`config.mk`:
```
export PLATFORM = sky130hd
export DESIGN_NAME = dlf_ram
export DESIGN_NICKNAME = d
export VERILOG_FILES = /design/src/sv/dense_layer_forward_defines.svh /design/src/sv/dlf_ram.sv
export SDC_FILE = /design/constraint.sdc
export NUM_CORES = 1
export LEC_CHECK = 0
export BUFFER_PORTS_ARGS = -buffer_cell sky130_fd_sc_hd__buf_4
export CORE_UTILIZATION = 35
export CTS_CLUSTER_DIAMETER = 30
export DETAILED_ROUTE_END_ITERATION = 16
export GPL_ROUTABILITY_DRIVEN = 0
export SYNTH_ARGS = -nofsm -noshare
export SYNTH_HDL_FRONTEND = slang
export SYNTH_SLANG_ARGS = --single-unit
```
`constraint.sdc`:
```
create_clock -name aclk -period 2.4 [get_ports aclk]
set_input_delay 0.36 -clock aclk [delete_from_list [all_inputs] [get_ports aclk]]
set_output_delay 0.36 -clock aclk [all_outputs]
set_load 0.05 [all_outputs]
```
`src/sv/dense_layer_forward_defines.svh`:
```
// Assertion macros for the dense layer engine RTL.
// Depends on nothing; included by the modules that carry assertions.
`ifndef DENSE_LAYER_FORWARD_DEFINES_SVH
`define DENSE_LAYER_FORWARD_DEFINES_SVH

// Same-cycle implication, checked outside reset.
`define DLF_ASSERT_NOW(label, clk, rst_n, ante, cons, msg) \
    label: assert property (@(posedge clk) disable iff (!(rst_n)) (ante) |-> (cons)) \
        else $error(msg);

// Next-cycle implication, checked outside reset.
`define DLF_ASSERT_NEXT(label, clk, rst_n, ante, cons, msg) \
    label: assert property (@(posedge clk) disable iff (!(rst_n)) (ante) |=> (cons)) \
        else $error(msg);

`endif

```
`src/sv/dlf_ram.sv`:
```
// Simple dual-port synchronous RAM, one write and one registered read port.
// Generic; used for the weight, bias and block stores. No package needed.
`timescale 1ns / 1ps

module dlf_ram #(
    parameter int DEPTH = 64,
    parameter int WIDTH = 16
) (
    input  logic                     aclk,
    input  logic                     we,
    input  logic [$clog2(DEPTH)-1:0] waddr,
    input  logic [WIDTH-1:0]         wdata,
    input  logic                     re,
    input  logic [$clog2(DEPTH)-1:0] raddr,
    output logic [WIDTH-1:0]         rdata
);

    logic [WIDTH-1:0] mem [DEPTH];
    logic [WIDTH-1:0] rdata_reg;

    always_ff @(posedge aclk) begin
        if (we) begin
            mem[waddr] <= wdata;
        end
    end

    // Read data holds while re is low so a stalled pipe keeps its operands.
    always_ff @(posedge aclk) begin
        if (re) begin
            rdata_reg <= mem[raddr];
        end
    end

    assign rdata = rdata_reg;

endmodule

```
==> impl_metrics.csv <==
group,metric,value,unit
pwr,powerDensity,985.6,mW/mm²
floorplan,rows,123,
timing,finClkSkew,0.02343,ns
critical_path,path_delay_family,"multiplexers",
finish,utilization,44.88,%
critical_path,required,2.90,ns
floorplan,die_w,340.9,µm
drt,vias,20404,
timing,hold_violations,0,
yosys,synth-xor-area-share,0,%
critical_path,slowest_stage,"mux4_2",
pwr,total_leakage_power,16.80,nW
finish,num_antenna_cells,0,
finish,fill_cells,9344,
run_status,status,"complete, no violations",
clocking,cts-root-buf,"clkbuf_16",
yosys,synth_fp_nets,1860,
drt,drt_wl_total,100.5,mm
yosys,async_reset_ff_share,0,%
yosys,synth_edf_count,1040,
drt,routed_via_density,5.264,
clocking,htree_levels,4,
global_routing,grt_max_degree,65,
finish,fin_area,0.05077,mm²
global_routing,grt_pass1_vias,21261,
place,dp_slack,-0.2938,ns
drt,ant_nets,0,
drt,wl_met3,8.902,mm
finish,largest_register_ffs,1024,
drt,drc_errors,0,
flow_run,max-cap-violations,0,
yosys,yosys.area_share.simple,2.636,%
yosys,yosys-top-cells-count,"edfxtp_1 (1,040), mux4_2 (220), mux2i_1 (85)",
drt,drt-met1-wl,41.19,mm
drt,highest_layer,"met5",
yosys,ys_ff_latch,1040,
yosys,synth.distinct_cells,42,
finish,nets,2243,
critical_path,crit_type,"flop to flop",
yosys,netlist.area_leader.share,77.68,%
pwr,peakVddDrop,0.0007149,V
yosys,synth-compound-area-share,2.400,%
critical_path,path_cells,"mux4_2 -> mux2_2 -> a221oi_1 -> buf_4 -> a311oi_1",
yosys,ys_dominant_reg_cell,"edfxtp_1",
timing,drv_slew,0,
timing,timing.slew.headroom,25.15,%
yosys,yosysSeqAreaShare,77.68,%
clocking,clk_latency,0.78,ns
yosys,synth_area_leaders,"edfxtp_1 (78%), mux4_2 (12%), mux2i_1 (2.1%), mux2_2 (0.76%), a22oi_1 (0.73%)",
finish,fin_cells,3876,
yosys,synth.mux.area_fraction,15.46,%
timing,setup_ws,0.2692,ns
critical_path,r2r_slack,0.27,ns
yosys,syn_area_per_cell,21.98,µm²
yosys,yosys.cell_count.top_type,"edfxtp_1",
global_routing,grt_usage,17.47,%
clocking,ctsLongestPathBuffers,3,
clocking,cts_setup_buffers,0,
hold_path,worstHoldPathType,"primary input to flop",
finish,area_growth,26.28,%
floorplan,io_pins,47,
clocking,cts_made_buffers,191,
timing,tightest_slew,1.119,ns
critical_path,path_max_fanout,1,
critical_path,path_buf_inv,1,
yosys,yosys_warnings,0,
yosys,syn_area,0.04020,mm²
global_routing,grt_pass1_wl,146.7,mm
place,placed_cell_area,0.04400,mm²
drt,first_iter_violations,1809,
drt,drtPass1Iterations,5,
place,place_hpwl,60.23,mm
floorplan,core_area,0.1131,mm²
floorplan,die_y,340.9,µm
timing,setup_viol,0,
timing,fmax,0.4693,GHz
yosys,yosysTopAreaCell,"edfxtp_1",
clocking,cts_tree,"done",
critical_path,cp-end-kind,"flop",
critical_path,critPathMaxStageDelay,0.51,ns
timing,rsz0062_at_grt,"false",
clocking,cts_sinks,1040,
floorplan,die_area,0.1162,mm²
place,portBuffers,46,
yosys,synthCells,1829,
timing,fin_crit_sh,88.78,%
global_routing,antenna_found_initial,6,
timing,fin_crit,2.131,ns
yosys,synthAdderAreaFrac,0,%
timing,hold_ws,0.1674,ns
global_routing,gr-total-overflow,0,
place,post-place-cells,3518,
critical_path,arrival,2.63,ns
drt,wl_met2,47.44,mm
drt,post_drt_wl_per_cell,25.92,µm
clocking,cts.clk_slew.worst_paths,0.05,ns
floorplan,start_util,35.54,%
finish,drive_above_1_share,36.24,%
yosys,synth_top_family_by_area,"multiplexers",
critical_path,start_kind,"flop",
stage by stage:
step | TNS [ns] | total power, mW
final | 0 | 50.03
after global routing | 0 | 51.41
after floorplan | 0 | 21.69
after CTS | 0 | 50.46
after detailed placement | -3.649 | 22.81
after global placement | -3.313 | 22.77
area by class of cell:
| type | instances | area, µm² | area share (%) |
|---|---|---|---|
| clock buffer | 213 | 4862 | 9.577 |
| multi-input combinational | 685 | 8249 | 16.25 |
| sequential | 1040 | 31230 | 61.52 |
| clock inverter | 144 | 1897 | 3.736 |
| timing repair buffer | 294 | 2653 | 5.225 |
| tap | 1500 | 1877 | 3.697 |
cells in the final DEF, fill, tap and decap left out, drive strengths merged, types with 2 or more instances in the layout:
master / Yosys / layout
edfxtp: 1040 / 1040
buf: 77 / 292
mux4: 224 / 224
clkbuf: 27 / 214
mux2i: 85 / 85
nor2: 74 / 74
clkinv: 0 / 72
nand2: 60 / 60
a22oi: 39 / 39
nor2b: 30 / 30
bufinv: 0 / 30
mux2: 27 / 27
nand3: 24 / 24
inv: 0 / 24
clkinvlp: 0 / 18
a21oi: 17 / 17
a221oi: 16 / 16
nand4: 12 / 12
a211o: 8 / 8
a31oi: 8 / 8
a211oi: 8 / 8
a311oi: 8 / 8
o21ai: 8 / 8
a22o: 6 / 6
a221o: 6 / 6
a41oi: 5 / 5
and4: 5 / 5
nand2b: 3 / 3
nor4: 3 / 3
nor3: 2 / 2
nand3b: 2 / 2
and2: 2 / 2
what timing repair did:
item	CTS	global route
hold buffers	1	0
hold endpoints to repair	16	0
endpoints found under the setup margin	0	0
resized for setup	0	0
metal layers:
layer / vias up / track usage [%]
li1: 8551 / -
met4: 10 / 6.390
met1: 10799 / 23.09
met2: 868 / 27.24
met5: - / 0
met3: 176 / 5.331
power breakdown:
group | internal (mW) | switching, mW
Clock | 18.1 | 9.51
Combinational | 0.879 | 1.32
Sequential | 20.2 | 0.0710
Total | 39.1 | 10.9
final timing paths:
kind                                   from         end  cells after the start
worst max-delay path            mem[63][11]   rdata[11]                      5
worst min-delay path               wdata[4]  mem[63][4]                      1
worst max register to register  mem[63][11]   rdata[11]                      5
worst min register to register  mem[10][10]   rdata[10]                      4
cell families after synthesis:
family,after synthesis
flops,1040
mux,336
simple gates,220
compound gates,129
buf+inv,104
Power figures use the tool's default switching activity.
