### src/sv/dense_layer_forward_defines.svh
// Assertion macros for the dense layer engine RTL.
// Depends on nothing; included by the modules that carry assertions.
`ifndef DENSE_LAYER_FORWARD_DEFINES_SVH
`define DENSE_LAYER_FORWARD_DEFINES_SVH

// Same-cycle implication, checked outside reset.
`define DLF_ASSERT_NOW(label, clk, rst_n, ante, cons, msg) \
    label: assert property (@(posedge clk) disable iff (!(rst_n)) (ante) |-> (cons)) \
        else $error(msg);

// Next-cycle implication, checked outside reset.
`define DLF_ASSERT_NEXT(label, clk, rst_n, ante, cons, msg) \
    label: assert property (@(posedge clk) disable iff (!(rst_n)) (ante) |=> (cons)) \
        else $error(msg);

`endif

### src/sv/dlf_pkg.sv
// Constants, codes and interface structs for the dense layer engine.
// Depends on nothing; used by dense_layer_forward, dlf_mac and the bench.
`timescale 1ns / 1ps

package dlf_pkg;

    localparam int DIM        = 64;
    localparam int DATA_WIDTH = 16;
    localparam int FRAC_BITS  = 12;

    localparam int IDX_W   = $clog2(DIM);
    localparam int WADDR_W = $clog2(DIM * DIM);
    localparam int ROW_W   = 6;
    localparam int KIND_W  = 2;
    localparam int CMP_W   = ROW_W + 1;

    localparam int S_FIELDS_W = 2 * ROW_W + DATA_WIDTH;
    localparam int S_TDATA_W  = ((S_FIELDS_W + 7) / 8) * 8;
    localparam int VAL_LSB    = 2 * ROW_W;
    localparam int M_FIELDS_W = ROW_W + DATA_WIDTH;
    localparam int M_TDATA_W  = ((M_FIELDS_W + 7) / 8) * 8;

    localparam int PROD_W = 2 * DATA_WIDTH;
    localparam int ACC_W  = 2 * DATA_WIDTH + IDX_W + 1;
    localparam int SC_W   = ACC_W + 4;

    localparam logic [KIND_W-1:0] KIND_WEIGHT = 2'd0;
    localparam logic [KIND_W-1:0] KIND_BIAS   = 2'd1;
    localparam logic [KIND_W-1:0] KIND_DATA   = 2'd2;

    localparam logic signed [SC_W-1:0] HALF_ACT = SC_W'(1) <<< (FRAC_BITS + 3);
    localparam logic signed [SC_W-1:0] HALF_PLAIN =
        (FRAC_BITS > 0) ? (SC_W'(1) <<< (FRAC_BITS - 1)) : SC_W'(0);
    localparam logic signed [SC_W-1:0] MAXV = SC_W'((64'sd1 <<< (DATA_WIDTH - 1)) - 64'sd1);
    localparam logic signed [SC_W-1:0] MINV = -MAXV - SC_W'(1);

    // Flags that travel alongside a memory read through the MAC pipe.
    typedef struct packed {
        logic             valid;
        logic             first;
        logic             last;
        logic [IDX_W-1:0] row;
    } tap_t;

    // Finished row result handed to the output register.
    typedef struct packed {
        logic                  done;
        logic [IDX_W-1:0]      row;
        logic [DATA_WIDTH-1:0] value;
        logic                  sat;
    } res_t;

endpackage

### src/sv/dlf_mac.sv
// Multiply-accumulate pipe and output scaling for the dense layer engine.
// Depends on dlf_pkg; fed by the store read ports in dense_layer_forward.
`timescale 1ns / 1ps

module dlf_mac (
    input  logic                           aclk,
    input  logic                           aresetn,
    input  logic                           en,
    input  logic                           act_en,
    input  dlf_pkg::tap_t                  tap,
    input  logic [dlf_pkg::DATA_WIDTH-1:0] buf_q,
    input  logic [dlf_pkg::DATA_WIDTH-1:0] w_q,
    input  logic [dlf_pkg::DATA_WIDTH-1:0] bias_q,
    output dlf_pkg::res_t                  res
);

    dlf_pkg::tap_t                         tap2_reg;
    logic signed [dlf_pkg::PROD_W-1:0]     prod_reg;
    logic signed [dlf_pkg::DATA_WIDTH-1:0] bias2_reg;
    logic                                  done3_reg;
    logic [dlf_pkg::IDX_W-1:0]             row3_reg;
    logic signed [dlf_pkg::ACC_W-1:0]      acc_reg;
    logic signed [dlf_pkg::ACC_W-1:0]      acc_next;
    logic signed [dlf_pkg::SC_W-1:0]       acc_ext;
    logic signed [dlf_pkg::SC_W-1:0]       y_act;
    logic signed [dlf_pkg::SC_W-1:0]       y_plain;
    logic signed [dlf_pkg::SC_W-1:0]       y;

    // Stage 2: product register, bias captured with the first column.
    always_ff @(posedge aclk) begin
        if (!aresetn) begin
            tap2_reg <= '0;
        end else if (en) begin
            tap2_reg <= tap;
        end
    end

    always_ff @(posedge aclk) begin
        if (en) begin
            prod_reg <= $signed(buf_q) * $signed(w_q);
            if (tap.first) begin
                bias2_reg <= $signed(bias_q);
            end
        end
    end

    // Stage 3: accumulate; first column restarts from the shifted bias.
    always_comb begin
        if (tap2_reg.first) begin
            acc_next = (dlf_pkg::ACC_W'(bias2_reg) <<< dlf_pkg::FRAC_BITS)
                       + dlf_pkg::ACC_W'(prod_reg);
        end else begin
            acc_next = acc_reg + dlf_pkg::ACC_W'(prod_reg);
        end
    end

    always_ff @(posedge aclk) begin
        if (!aresetn) begin
            done3_reg <= 1'b0;
        end else if (en) begin
            done3_reg <= tap2_reg.valid && tap2_reg.last;
        end
    end

    always_ff @(posedge aclk) begin
        if (en && tap2_reg.valid) begin
            acc_reg  <= acc_next;
            row3_reg <= tap2_reg.row;
        end
    end

    // With act_en, scale by 15/16 as 16x - x; round half up once, then clip.
    always_comb begin
        acc_ext = dlf_pkg::SC_W'(acc_reg);
        y_act   = ((acc_ext <<< 4) - acc_ext + dlf_pkg::HALF_ACT) >>> (dlf_pkg::FRAC_BITS + 4);
        y_plain = (acc_ext + dlf_pkg::HALF_PLAIN) >>> dlf_pkg::FRAC_BITS;
        y       = act_en ? y_act : y_plain;
        res.done = done3_reg;
        res.row  = row3_reg;
        if (y > dlf_pkg::MAXV) begin
            res.value = dlf_pkg::MAXV[dlf_pkg::DATA_WIDTH-1:0];
            res.sat   = 1'b1;
        end else if (y < dlf_pkg::MINV) begin
            res.value = dlf_pkg::MINV[dlf_pkg::DATA_WIDTH-1:0];
            res.sat   = 1'b1;
        end else begin
            res.value = y[dlf_pkg::DATA_WIDTH-1:0];
            res.sat   = 1'b0;
        end
    end

endmodule

### config.mk
export PLATFORM = sky130hd
export DESIGN_NAME = dlf_mac
export DESIGN_NICKNAME = d
export VERILOG_FILES = /design/src/sv/dense_layer_forward_defines.svh /design/src/sv/dlf_pkg.sv /design/src/sv/dlf_mac.sv
export SDC_FILE = /design/constraint.sdc
export NUM_CORES = 1
export LEC_CHECK = 0
export ABC_AREA = 1
export BUFFER_PORTS_ARGS = -buffer_cell sky130_fd_sc_hd__buf_2
export CAP_MARGIN = 20
export CORE_UTILIZATION = 34
export DETAILED_ROUTE_END_ITERATION = 10
export HOLD_SLACK_MARGIN = 0.05
export PLACE_DENSITY = 0.5
export SLEW_MARGIN = 20
export SYNTH_ARGS = -nofsm -noshare
export SYNTH_HDL_FRONTEND = slang
export SYNTH_SLANG_ARGS = --single-unit
### constraint.sdc
create_clock -name aclk -period 8.3 [get_ports aclk]
set_input_delay 0.415 -clock aclk [delete_from_list [all_inputs] [get_ports aclk]]
set_output_delay 0.415 -clock aclk [all_outputs]
set_load 0.05 [all_outputs]
==> impl_results.md <==
* Syn-to-layout area delta at 7.074%
* Synth async-reset ratio at 0%
* CP dominant cell by count: fa_1
* WL per Instance at 16.54 µm
* Worst R2R Start: acc_reg[6]
* Total CTS buffers at 9
* CP endpoint kind: flop
* Clock net sink count at 103
* GRT busiest layer: met2
* Critical path class: input port to flop
* ANT nets after route at 0
* Startpoint Class: input port
* Synth Flop Type: edfxtp_1
* Fill cells at 6660
* Most common cell after layout, fill and taps aside: nand2_1
* Met2 Usage GRT at 36.76%
* Register area share after synthesis at 13.92%
* Slew margin rel. at 35.59%
* Max Clk Rate at 0.1557 GHz
* Vias in the first global route at 19490
* Layout cells sized above 1 at 5.117%
* Worst hold start: bias_q[15]
* TritonCTS clock tree: done
* Worst Path Required at 8420 ps
* Final clock period utilization by the worst path at 77.39%
* Count of pins over their slew limit at 0
* Initial antenna violation count at 3
* Yosys cell types at 55
* GR Layer Usage met3 at 1.147%
* Crit-path cells: buf_2 > nand2_1 > fa_1 > inv_1 > fa_1 > fa_1 > fa_1 > fa_1 > inv_1 > fa_1 > inv_1 > ha_1 > nand2_1 > nor3_1 > nand3_1 > nand3_1 > nand2_1 > o211ai_1 > a31oi_1 > xor2_1
* Clock Latency Late Sink at 370 ps
* First-pass GRT wire length at 102800 µm
* CTS root buffer: clkbuf_16
* Number of flops mapped to enable cells by yosys at 93
* Critical Path Max Stage Delay at 930 ps
* Synth Warn # at 0
* RSZ-0062 raised after global routing: false
* # H-tree levels at 3
* Outcome: completed
* Fin Setup TNS at 0 ps
* GRT Total Usage at 20.45%
* Area of the multi-input gates at 15540 µm²
* DIE HEIGHT at 253.5 µm
* Netlist Area Pre-Place at 21510 µm²
* #FFs+latches synth at 103
* Post-CTS setup repair buffer count at 0
* CP max FO at 16
* 1st-pass router iterations at 5
* Net Count, Synth at 3541
* Least-Margin Pin Slew at 965.1 ps
* Crit path launch: buf_q[15]
* Fin. Hold Viols at 0
* Mapped Cells at 2999
* Worst hold-check path type: input port to flop
* Worst-path clk slew at 90 ps
* Hold buffer count at CTS at 0
* # resized after CTS at 0
* GP Congestion at 0.9228
* Max-cap violations at 0
* Crit-path slowest cell: fa_1
* M1 GR Usage at 26.45%
* Die footprint at 64270 µm²
* Port Buffer Count at 84
* Final setup skew at 12.43 ps
* Final net count at 3566
* Fin crit period at 6423 ps
* Total core area at 62050 µm²
* Crit path DAT at 6550 ps
* Initial Util at 34.66%
* I/O pin count at 85
* Vias/cell at 4.843
* DRT Wirelength at 63970 µm
* Final setup viols at 0
* Global route overflow at 0
* Max reg flops at 39
* CTS Buffer Depth at 2
* Synthesized area per cell at 7.172 µm²
* Largest net degree at the start of global routing at 47
* Die width at 253.5 µm
* Most frequent cells in the layout: nand2_1, inv_1, fa_1
* Via Count at 18730
* Rows at 91
* Initial DRC Count at 1105
* DRC Markers at 0
* DP HPWL at 54560 µm
* Sequential cell area at 2993 µm²
## through the flow
stage	setup WS, ps	std cells	cell area [µm²]	hold WS, ps	utilization (%)
4_1_cts	1827	3866	23030	202.2	37.11
2_1_floorplan	1971	2999	21510	402.9	-
6_report	1877	3867	23030	220.8	37.11
3_5_place_dp	1439	3850	22700	413.0	36.58
3_3_place_gp	1517	3850	22700	408.1	36.58
5_1_grt	1440	3867	23030	209.6	37.11
## final timing paths
| path | slack (ps) | endpoint | depth (start not counted) |
|---|---|---|---|
| setup reg to reg | 4810 | acc_reg[26] | 12 |
| hold reg to reg | 430 | row3_reg[0] | 0 |
| hold / removal | 220 | bias2_reg[15] | 1 |
| setup / recovery | 1880 | prod_reg[30] | 20 |
## synthesized netlist by cell type (5+ instances only)
cell type  count  area, µm²
nand2_1      802       3010
inv_1        708       2658
fa_1         264       5285
ha_1         217       2715
nor2_1       196      735.7
a21oi_1      172      860.8
o21ai_0      114      570.6
nand3_1      100      500.5
edfxtp_1      93       2793
clkbuf_1      64      240.2
xor2_1        43      376.6
xnor2_1       25      219.0
a31oi_1       21      131.4
nor3_1        21      105.1
nand4_1       19      118.9
or2_2         18      112.6
a21o_1        14      105.1
o21bai_1      11      82.58
dfxtp_1       10      200.2
nor4_1         6      37.54
o21a_1         6      45.04
o221ai_1       6      52.55
nand3b_1       5      37.54
nor2_4         5      56.30
## routing by layer
metal / up-vias / part of all wire [%]
li1: 9260 / -
met1: 9011 / 46
met2: 369 / 49
met3: 88 / 2.8
met4: 0 / 2.6
met5: - / 0
## worst max-delay path, delay by kind of cell
| kind | cells | cell delay, ps |
|---|---|---|
| and+or+nand+nor | 6 | 990 |
| AOI/OAI and AO/OA | 2 | 290 |
| adders and majority gates | 7 | 4140 |
| buffers and inverters | 4 | 520 |
| xor gates and xnor gates | 1 | 160 |
## cell families after synthesis
| logic type | Yosys count | share of synthesized area [%] |
|---|---|---|
| AO/OA/AOI/OAI | 366 | 9.372 |
| XOR/XNOR | 68 | 2.769 |
| AND/OR/NAND/NOR | 1192 | 22.76 |
| multiplexers | 3 | 0.1512 |
| adder cells (fa/ha/maj) | 481 | 37.20 |
| buffers and inverters | 786 | 13.84 |
| flip-flops | 103 | 13.92 |
## final cells by class
cell class	count	share of cell area, %
inverters	712	11.60
multi-input cells	2110	67.47
clock buffers	9	0.9779
flip-flops and latches	103	13.00
repair buffers	88	1.956
well taps	837	4.547
clock inverters	7	0.4346
diodes	1	0.01087
Power is left out: the tool's default activity adds up to more than one toggle a clock period on the data nets, which glitch-free logic cannot reach.
